File: config.mk
export PLATFORM = sky130hd
export DESIGN_NAME = kfr_ctrl
export DESIGN_NICKNAME = d
export VERILOG_FILES = /design/src/sv/keyed_fifo_with_removal_top_macros.svh /design/src/sv/kfr_pkg.sv /design/src/sv/kfr_ctrl.sv
export SDC_FILE = /design/constraint.sdc
export NUM_CORES = 1
export LEC_CHECK = 0
export ABC_AREA = 1
export BUFFER_PORTS_ARGS = -buffer_cell sky130_fd_sc_hd__buf_2
export CORE_MARGIN = 3
export CORE_UTILIZATION = 45
export CTS_BUF_LIST = sky130_fd_sc_hd__clkbuf_8
export DETAILED_ROUTE_END_ITERATION = 10
export HOLD_SLACK_MARGIN = 0.08
export PLACE_DENSITY = 0.89
export SLEW_MARGIN = 0
export SYNTH_ARGS = -nofsm -noshare
export SYNTH_HDL_FRONTEND = slang
export SYNTH_SLANG_ARGS = --single-unit
File: constraint.sdc
create_clock -name clk -period 3.5 [get_ports clk]
set_input_delay 0.525 -clock clk [delete_from_list [all_inputs] [get_ports clk]]
set_output_delay 0.525 -clock clk [all_outputs]
set_load 0.005 [all_outputs]
File: src/sv/keyed_fifo_with_removal_top_macros.svh
// assertion macros for the keyed fifo top level
// expects clk and rst_n in the scope of each use
`ifndef KEYED_FIFO_WITH_REMOVAL_TOP_MACROS_SVH
`define KEYED_FIFO_WITH_REMOVAL_TOP_MACROS_SVH

// condition holds in the same cycle as the trigger
`define KFR_ASSERT_NOW(lbl, trig, cond) \
  lbl: assert property (@(posedge clk) disable iff (!rst_n) (trig) |-> (cond)) \
    else $error("keyed fifo check failed");

// condition holds in the cycle after the trigger
`define KFR_ASSERT_NEXT(lbl, trig, cond) \
  lbl: assert property (@(posedge clk) disable iff (!rst_n) (trig) |=> (cond)) \
    else $error("keyed fifo check failed");

`endif

File: src/sv/kfr_pkg.sv
// shared constants, codes and structs of the keyed fifo
// no dependencies
package kfr_pkg;

  localparam int DEPTH    = 64;
  localparam int KEY_BITS = 31;
  localparam int IDX_W    = $clog2(DEPTH);
  localparam int CNT_W    = $clog2(DEPTH + 1);
  localparam int LIM_W    = 7;
  localparam int FUNC_W   = 2;
  localparam int ST_W     = 2;
  localparam int CMP_W    = ((CNT_W > LIM_W) ? CNT_W : LIM_W) + 1;

  // operation codes
  localparam logic [FUNC_W-1:0] FN_PUSH   = 2'd0;
  localparam logic [FUNC_W-1:0] FN_REMOVE = 2'd1;
  localparam logic [FUNC_W-1:0] FN_POP    = 2'd2;

  // status codes
  localparam logic [ST_W-1:0] ST_OK        = 2'd0;
  localparam logic [ST_W-1:0] ST_NOT_FOUND = 2'd1;
  localparam logic [ST_W-1:0] ST_EMPTY     = 2'd2;
  localparam logic [ST_W-1:0] ST_FULL      = 2'd3;

  // update command from control to the entry row
  typedef struct packed {
    logic             upd;
    logic             drop_head;
    logic             drop_match;
    logic             wr_en;
    logic [IDX_W-1:0] wr_idx;
  } cell_cmd_t;

  // lookup results from the entry row
  typedef struct packed {
    logic                found;
    logic [KEY_BITS-1:0] head_key;
    logic [KEY_BITS-1:0] tail_key;
  } cell_stat_t;

  // one result item
  typedef struct packed {
    logic                evicted;
    logic [KEY_BITS-1:0] key_out;
    logic [ST_W-1:0]     status;
  } result_t;

endpackage

File: src/sv/kfr_ctrl.sv
// operation decode, entry count and limit register
// depends on kfr_pkg
module kfr_ctrl import kfr_pkg::*; (
  input  logic              clk,
  input  logic              rst_n,
  input  logic              cfg_we,
  input  logic [LIM_W-1:0]  cfg_data,
  input  logic              upd,
  input  logic [FUNC_W-1:0] func,
  input  cell_stat_t        stat,
  output cell_cmd_t         cmd,
  output logic [CNT_W-1:0]  count,
  output result_t           res
);

  logic [CNT_W-1:0] count_r, count_nxt;
  logic [LIM_W-1:0] limit_r;
  logic             full;
  logic             over;
  logic             evict;

  // push decisions
  assign full  = (CMP_W'(count_r) >= CMP_W'(DEPTH));
  assign over  = (limit_r != '0) &&
                 (full || (CMP_W'(count_r) + CMP_W'(1) > CMP_W'(limit_r)));
  assign evict = over && (count_r != '0);

  always_comb begin
    cmd            = '0;
    cmd.upd        = upd;
    res            = '0;
    res.status     = ST_OK;
    count_nxt      = count_r;
    case (func)
      FN_PUSH: begin
        if (full && (limit_r == '0)) begin
          res.status = ST_FULL;
        end else begin
          cmd.wr_en = 1'b1;
          if (evict) begin
            res.evicted   = 1'b1;
            res.key_out   = stat.head_key;
            cmd.drop_head = 1'b1;
            cmd.wr_idx    = IDX_W'(count_r - CNT_W'(1));
          end else begin
            cmd.wr_idx = IDX_W'(count_r);
            count_nxt  = count_r + CNT_W'(1);
          end
        end
      end
      FN_REMOVE: begin
        if (stat.found) begin
          cmd.drop_match = 1'b1;
          count_nxt      = count_r - CNT_W'(1);
        end else begin
          res.status = ST_NOT_FOUND;
        end
      end
      FN_POP: begin
        if (count_r == '0) begin
          res.status = ST_EMPTY;
        end else begin
          res.key_out = stat.tail_key;
          count_nxt   = count_r - CNT_W'(1);
        end
      end
      default: begin
        res = '0;
      end
    endcase
    if (!upd) begin
      cmd.drop_head  = 1'b0;
      cmd.drop_match = 1'b0;
      cmd.wr_en      = 1'b0;
    end
  end

  // count and limit registers
  always_ff @(posedge clk) begin
    if (!rst_n) begin
      count_r <= '0;
      limit_r <= '0;
    end else begin
      if (upd) begin
        count_r <= count_nxt;
      end
      if (cfg_we) begin
        limit_r <= cfg_data;
      end
    end
  end

  assign count = count_r;

endmodule

==> results of run 1 <==
==> routing by layer <==
metal  GRT usage, %  vias up  share of wire [%]  wire length [um]
li1               -     1260                  -                 -
met1           23.3     1100                 36              2290
met2           40.8      132                 52              3380
met3           3.86       19                9.8               632
met4           5.94        0                2.0               130
met5              0        -                  0                 0
==> power breakdown <==
| part | internal (W) | total, W | switching, W |
|---|---|---|---|
| clock | 0.000100 | 0.000169 | 0.0000691 |
| combinational | 0.000241 | 0.000591 | 0.000350 |
| sequential | 0.000177 | 0.000196 | 0.0000193 |
==> cell type report <==
| cell class | instances | area share [%] |
|---|---|---|
| well taps | 50 | 2.21 |
| multi-input cells | 253 | 53.8 |
| repair buffers | 143 | 27.9 |
| clock buffers | 4 | 1.95 |
| inverters | 29 | 4.11 |
| flip-flops and latches | 14 | 10.1 |
==> placed cells by master (no fill, tap or decap), types with 13 or more instances in the layout <==
cell | Yosys | final
sky130_fd_sc_hd__buf_4 | 3 | 15
sky130_fd_sc_hd__a21oi_1 | 13 | 13
sky130_fd_sc_hd__nor2_1 | 36 | 35
sky130_fd_sc_hd__inv_1 | 27 | 27
sky130_fd_sc_hd__o21ai_2 | 29 | 29
sky130_fd_sc_hd__o21ai_0 | 15 | 15
sky130_fd_sc_hd__ha_1 | 15 | 13
sky130_fd_sc_hd__nand2_1 | 76 | 75
sky130_fd_sc_hd__nand2_2 | 33 | 34
sky130_fd_sc_hd__buf_2 | 1 | 126
==> metrics by stage <==
step                instances  instance area, sq um  total power [W]  hold WS, ns  setup WS [ns]
floorplan                 312                  2000         0.000577        0.453          0.650
global placement          480                  2640         0.000726        0.474          0.328
detailed placement        480                  2640         0.000743        0.479          0.148
CTS                       484                  2700         0.000912        0.488         0.0242
global route              493                  2830          0.00102        0.514        0.00252
finish                    493                  2830         0.000956        0.485          0.203
==> sequential cells by signal, indices dropped and copies added, names as in the netlist <==
signal,cells
count,7
limit_r,7
==> path summary, 6_finish.rpt <==
kind	startpoint	end	slack [ns]	cells past startpoint
hold / removal	limit_r[1]	limit_r[1]	0.49	2
setup / recovery	count[0]	cmd[4]	0.20	17
setup reg to reg	count[0]	count[5]	0.83	20
hold reg to reg	limit_r[1]	limit_r[1]	0.49	2
==> cells by family after synthesis <==
family                   after synthesis  share of synthesized area [%]
AND/OR/NAND/NOR                      169                           39.1
adder cells (fa/ha/maj)               15                           9.39
AO/OA/AOI/OAI                         61                           21.8
flip-flops                            14                           14.0
buffers and inverters                 45                           12.2
XOR/XNOR                               8                           3.51
==> tightest hold or removal path: stages, from the launching register on <==
cell and delay, ns:
sky130_fd_sc_hd__dfxtp_1 0.31, sky130_fd_sc_hd__inv_1 0.07, sky130_fd_sc_hd__a21oi_1 0.06
==> cell usage after synthesis, drive strengths merged <==
library cell | instances | area [sq um]
a211oi | 1 | 7.51
a21boi | 1 | 18.8
a21oi | 13 | 65.1
buf | 8 | 98.8
clkbuf | 8 | 33.8
dfxtp | 14 | 280
ha | 15 | 188
inv | 29 | 111
nand2 | 110 | 503
nand3 | 12 | 72.6
nand4 | 1 | 6.26
nor2 | 41 | 171
nor3 | 4 | 20.0
nor3b | 1 | 7.51
o21ai | 44 | 329
o21bai | 2 | 15.0
xnor2 | 1 | 8.76
xor2 | 7 | 61.3
==> timing repair <==
item                       in CTS  in global routing
setup endpoints to repair      25                 38
setup buffers                   0                  8
gates resized for setup         4                  9
gates cloned                    0                  1
pin swaps                       0                  2
hold buffers                    0                  0
==> parameters.txt, run 1 <==
Parameter                              Value

Global route
  Vias in the first global route ... 2158
  Wire length of the first global-routing pass ... 9.25 mm
  Maximum number of pins on one net before global-route repair ... 33
  Overall overflow remaining after global route ... 0
  Antenna violations before repair ... 0
  Total Routing Usage GR ... 21.2%

Synthesis
  Summed instance area of the synthesized netlist ... 2000 sq um
  Number of distinct library cell variants in the gate-level netlist after synthesis ... 30
  Net count of the mapped netlist ... 403
  Number of storage elements in the synthesis netlist ... 14
  Seq/Total Area, Yosys ... 14.0%
  Synthesized instance count ... 312
  Avg Synthesized Cell Area ... 6.40 sq um
  Total number of yosys warnings ... 0

Floorplan
  Site Rows ... 23
  Standard cell core area ... 4140 sq um
  Die X ... 72.6 um
  Overall die height ... 72.6 um
  Overall die area ... 5280 sq um
  Number of top-level design ports ... 127
  Initial Util ... 48.2%

Placement
  Count of buffers inserted at the top-level ports ... 126
  Gpl congestion ... 0.901
  Post-detail-place hpwl ... 4.80 mm

Clock tree
  CTS H-tree lvls ... 1
  Clock transition at the registers of the reported paths ... 0.07 ns
  Clock root cell ... sky130_fd_sc_hd__clkbuf_8
  Buffer levels on the longest clock path ... 2
  Number of clock sinks ... 14
  Number of buffers inserted during clock tree synthesis ... 3
  TritonCTS clock tree ... built
  Later-pin clock latency in the skew report ... 0.26 ns

Layout
  Area growth syn-to-layout ... 41.6%
  Final #Nets ... 535
  Fill cells ... 332
  Share of layout cells above drive strength 1 ... 51.2%
  Layout Utilization ... 68.3%
  Number of antenna cells inserted ... 0
  Area of the multi-input gates ... 1520 sq um
  Reg area ... 287 sq um

Critical path
  Critical path, cell by cell ... buf_4, inv_2, nor2_4, xor2_2, inv_1, ha_1, nand2_1, inv_1, nand2_1, nand2_1, nand2_1, nand2_1, nand2_2, a21boi_4, o21bai_1, a21oi_1, buf_2
  Type of element launching the critical path ... register
  Worst path arrival time ... 2.77 ns
  Critical Path Fanout Max ... 9
  Critical Path End Type ... output port
  Buf/Inv on CP ... 5
  Cell with the largest stage delay on the worst path ... sky130_fd_sc_hd__dfxtp_2
  Maximum single-stage delay on the critical path ... 0.37 ns
  WP data required ... 2.97 ns
  Family with the most delay on the worst path ... simple AND/OR/NAND/NOR gates
  Most prevalent standard cell on the critical path ... sky130_fd_sc_hd__nand2_1
  Critical path class ... reg2out

STA
  Maximum operating frequency ... 303 MHz
  Hold violation count in the final report ... 0
  Final period util ... 94.2%
  Min Clock Period, post-route ... 3.30 ns
  Total negative slack for setup checks ... 0 ns
  Setup clock skew after layout ... 0.0123 ns
  Slew at the pin closest to its max-slew limit ... 0.497 ns
  Worst max-slew margin expressed relative to the limit ... 66.8%
  Final number of setup-violating endpoints ... 0
  Number of pins exceeding their max-slew limit in the final report ... 0
  Setup repair after global routing missed its margin ... no

Routing
  Number of remaining DRC errors ... 0
  DR WL/cell ... 13.0 um
  Antenna-violating nets left ... 0
  Vias ... 2511
  Total wire length ... 6.43 mm
  Number of DRC markers after the initial detailed-route iteration ... 93
  Detailed Routing Iterations Pass 1 ... 5
  DR vias/cell ... 5.09

Pwr
  Cell area power density ... 338 nW/um^2
  Highest ir drop seen on vdd ... 0.354 mV
  Cell leakage power ... 1.56 nW

Status
  Status ... finished, final reports clean

Hold path
  Min-Delay Path Class ... reg2reg

Flow run
  Reported max-cap violation count ... 0
No activity file was read; power rests on OpenSTA's default activity.
==> run 2: changes to the inputs <==
- SETUP_SLACK_MARGIN: default -> 0.3
==> parameters.txt, run 2 (synthesis results as in run 1) <==
Parameter                              Value

Status
  Status ... finished, final reports clean

Global route
  Antenna violations before repair ... 0 (unchanged)
  Total Routing Usage GR ... 22.4% (+1.2 points)
  Overall overflow remaining after global route ... 0 (unchanged)
  Vias in the first global route ... 2269 (+5.1%)
  Wire length of the first global-routing pass ... 9.72 mm (+5.1%)
  Maximum number of pins on one net before global-route repair ... 33 (unchanged)

Routing
  Total wire length ... 7.12 mm (+11%)
  Antenna-violating nets left ... 0 (unchanged)
  Vias ... 2637 (+5.0%)
  Detailed Routing Iterations Pass 1 ... 6 (+1)
  DR WL/cell ... 14.2 um (+9.2%)
  DR vias/cell ... 5.27 (+3.5%)
  Number of remaining DRC errors ... 0 (unchanged)
  Number of DRC markers after the initial detailed-route iteration ... 145 (+56%)

Critical path
  Type of element launching the critical path ... register
  Cell with the largest stage delay on the worst path ... sky130_fd_sc_hd__dfxtp_4
  Maximum single-stage delay on the critical path ... 0.37 ns (about the same)
  Critical path, cell by cell ... ha_4, nand2_4, nor2_4, buf_4, a211oi_1, ha_1, nand3_1, inv_1, nand3_1, nand2_4, nand2_4, nand3_4, inv_8, clkbuf_16, nand2_4, o21ai_2, buf_2
  WP data required ... 2.97 ns (about the same)
  Worst path arrival time ... 2.71 ns (-0.06 ns)
  Critical Path End Type ... output port
  Most prevalent standard cell on the critical path ... sky130_fd_sc_hd__nand2_4
  Family with the most delay on the worst path ... simple AND/OR/NAND/NOR gates
  Buf/Inv on CP ... 5 (unchanged)
  Critical Path Fanout Max ... 6 (-3)
  Critical path class ... reg2out

STA
  Maximum operating frequency ... 309 MHz (+1.9%)
  Setup repair after global routing missed its margin ... yes
  Hold violation count in the final report ... 0 (unchanged)
  Min Clock Period, post-route ... 3.24 ns (-0.0603 ns)
  Setup clock skew after layout ... 0.00819 ns (-0.00411 ns)
  Total negative slack for setup checks ... 0 ns (unchanged)
  Number of pins exceeding their max-slew limit in the final report ... 0 (unchanged)
  Final number of setup-violating endpoints ... 0 (unchanged)
  Final period util ... 92.5% (-1.7 points)
  Slew at the pin closest to its max-slew limit ... 0.504 ns (+0.00653 ns)
  Worst max-slew margin expressed relative to the limit ... 66.4% (-0.44 points)

Clock tree
  Total of hold buffers inserted after clock tree synthesis ... 0 (unchanged)
  Later-pin clock latency in the skew report ... 0.26 ns (about the same)
  Clock root cell ... sky130_fd_sc_hd__clkbuf_8
  CTS H-tree lvls ... 1 (unchanged)
  Buffer levels on the longest clock path ... 2 (unchanged)
  Clock transition at the registers of the reported paths ... 0.07 ns (about the same)
  TritonCTS clock tree ... built
  Number of clock sinks ... 14 (unchanged)
  Number of buffers inserted during clock tree synthesis ... 3 (unchanged)

Floorplan
  Number of top-level design ports ... 127 (unchanged)
  Site Rows ... 23 (unchanged)
  Overall die height ... 72.6 um (unchanged)
  Standard cell core area ... 4140 sq um (unchanged)
  Initial Util ... 48.2% (unchanged)
  Overall die area ... 5280 sq um (unchanged)
  Die X ... 72.6 um (unchanged)

Placement
  Total cell area at the placement stage ... 2640 sq um (unchanged)
  Count of buffers inserted at the top-level ports ... 126 (unchanged)
  Post-placement cell count ... 480 (unchanged)
  Gpl congestion ... 0.901 (unchanged)
  Post-detail-place hpwl ... 4.80 mm (unchanged)

Flow run
  Reported max-cap violation count ... 0 (unchanged)

Pwr
  Cell leakage power ... 1.71 nW (+9.8%)
  Net switching share of the total power ... 46.5% (+0.67 points)
  Cell internal power dissipation ... 0.000551 W (+6.4%)
  Combinational cell fraction of total power ... 64.4% (+2.6 points)
  Fraction of power consumed by sequential logic ... 19.1% (-1.4 points)
  Sw power ... 0.000479 W (+9.3%)
  Clock share of power ... 16.5% (-1.2 points)
  Cell area power density ... 340 nW/um^2 (+0.52%)
  Highest ir drop seen on vdd ... 0.321 mV (-9.3%)

Layout
  Most used cells in the layout excluding fill and tap cells ... sky130_fd_sc_hd__buf_2, sky130_fd_sc_hd__nand2_1, sky130_fd_sc_hd__nor2_1, sky130_fd_sc_hd__o21ai_2, sky130_fd_sc_hd__inv_1
  Share of layout cells above drive strength 1 ... 54.0% (+2.8 points)
  Number of antenna cells inserted ... 0 (unchanged)
  Commonest non-fill, non-tap cell in the layout ... sky130_fd_sc_hd__buf_2
  Final #Nets ... 542 (+1.3%)
  Area of all placed cells without fillers ... 3030 sq um (+7.2%)
  Area growth syn-to-layout ... 51.8%
  Number of non-filler instances in the completed layout ... 500 (+1.4%)

Hold path
  Min-Delay Path Class ... reg2reg
==> run 2: cell count changes in the layout (fill, tap and decap cells not counted), moves of 3 or more <==
cell	change
sky130_fd_sc_hd__buf_6	+3
sky130_fd_sc_hd__nand2_2	-9
sky130_fd_sc_hd__nand2_1	-5
sky130_fd_sc_hd__nand2_4	+14
==> run 2: metal layers <==
metal	wire, um	share of wire (%)	global-route usage (%)	up-vias
li1	-	-	-	1280
met1	2490	35	23.7	1157
met2	3730	52	43.7	166
met3	697	9.8	4.27	34
met4	207	2.9	6.76	0
met5	0	0	0	-
==> run 2: tightest hold or removal path, cell delays in order (launching register included) <==
cell	delay (ns)
sky130_fd_sc_hd__dfxtp_1	0.31
sky130_fd_sc_hd__inv_1	0.07
sky130_fd_sc_hd__a21oi_1	0.06
==> run 2: cell type report <==
cell class	count	area [sq um]
Tap cell	50	62.6
Fill cell	300	1110
Timing Repair Buffer	149	865
Inverter	29	124
Multi-Input combinational cell	254	1640
Sequential cell	14	292
Clock buffer	4	55.1
==> run 2: timing repair <==
item                                    CTS  global route
gates cloned                              1             2
gates resized for setup                  15            32
endpoints found under the setup margin   39            39
pin swaps                                 4            17
buffers inserted                          6             7
==> run 2: stage by stage <==
step           power (W)  setup slack (ns)  hold slack (ns)  util [%]
4_1_cts         0.000946             0.288            0.488      67.9
6_report         0.00103             0.263            0.486      73.2
3_5_place_dp    0.000743             0.148            0.479      63.6
5_1_grt          0.00110             0.125            0.512      73.2
3_3_place_gp    0.000726             0.328            0.474      63.6
2_1_floorplan   0.000577             0.650            0.453         -
==> run 2: final timing paths <==
path           endpoint  slack (ns)  cells past startpoint        from
max             res[18]        0.26                     17    count[0]
max reg2reg    count[4]        0.84                     17    count[0]
min reg2reg  limit_r[1]        0.49                      2  limit_r[1]
min          limit_r[1]        0.49                      2  limit_r[1]
==> run 2: power by group through the flow <==
stage | Sequential, W | Combinational (W) | Clock [W]
2_1_floorplan | 0.000192 | 0.000385 | 0
3_3_place_gp | 0.000195 | 0.000531 | 0
3_5_place_dp | 0.000196 | 0.000547 | 0
4_1_cts | 0.000193 | 0.000587 | 0.000167
5_1_grt | 0.000198 | 0.000722 | 0.000177
6_report | 0.000196 | 0.000664 | 0.000170
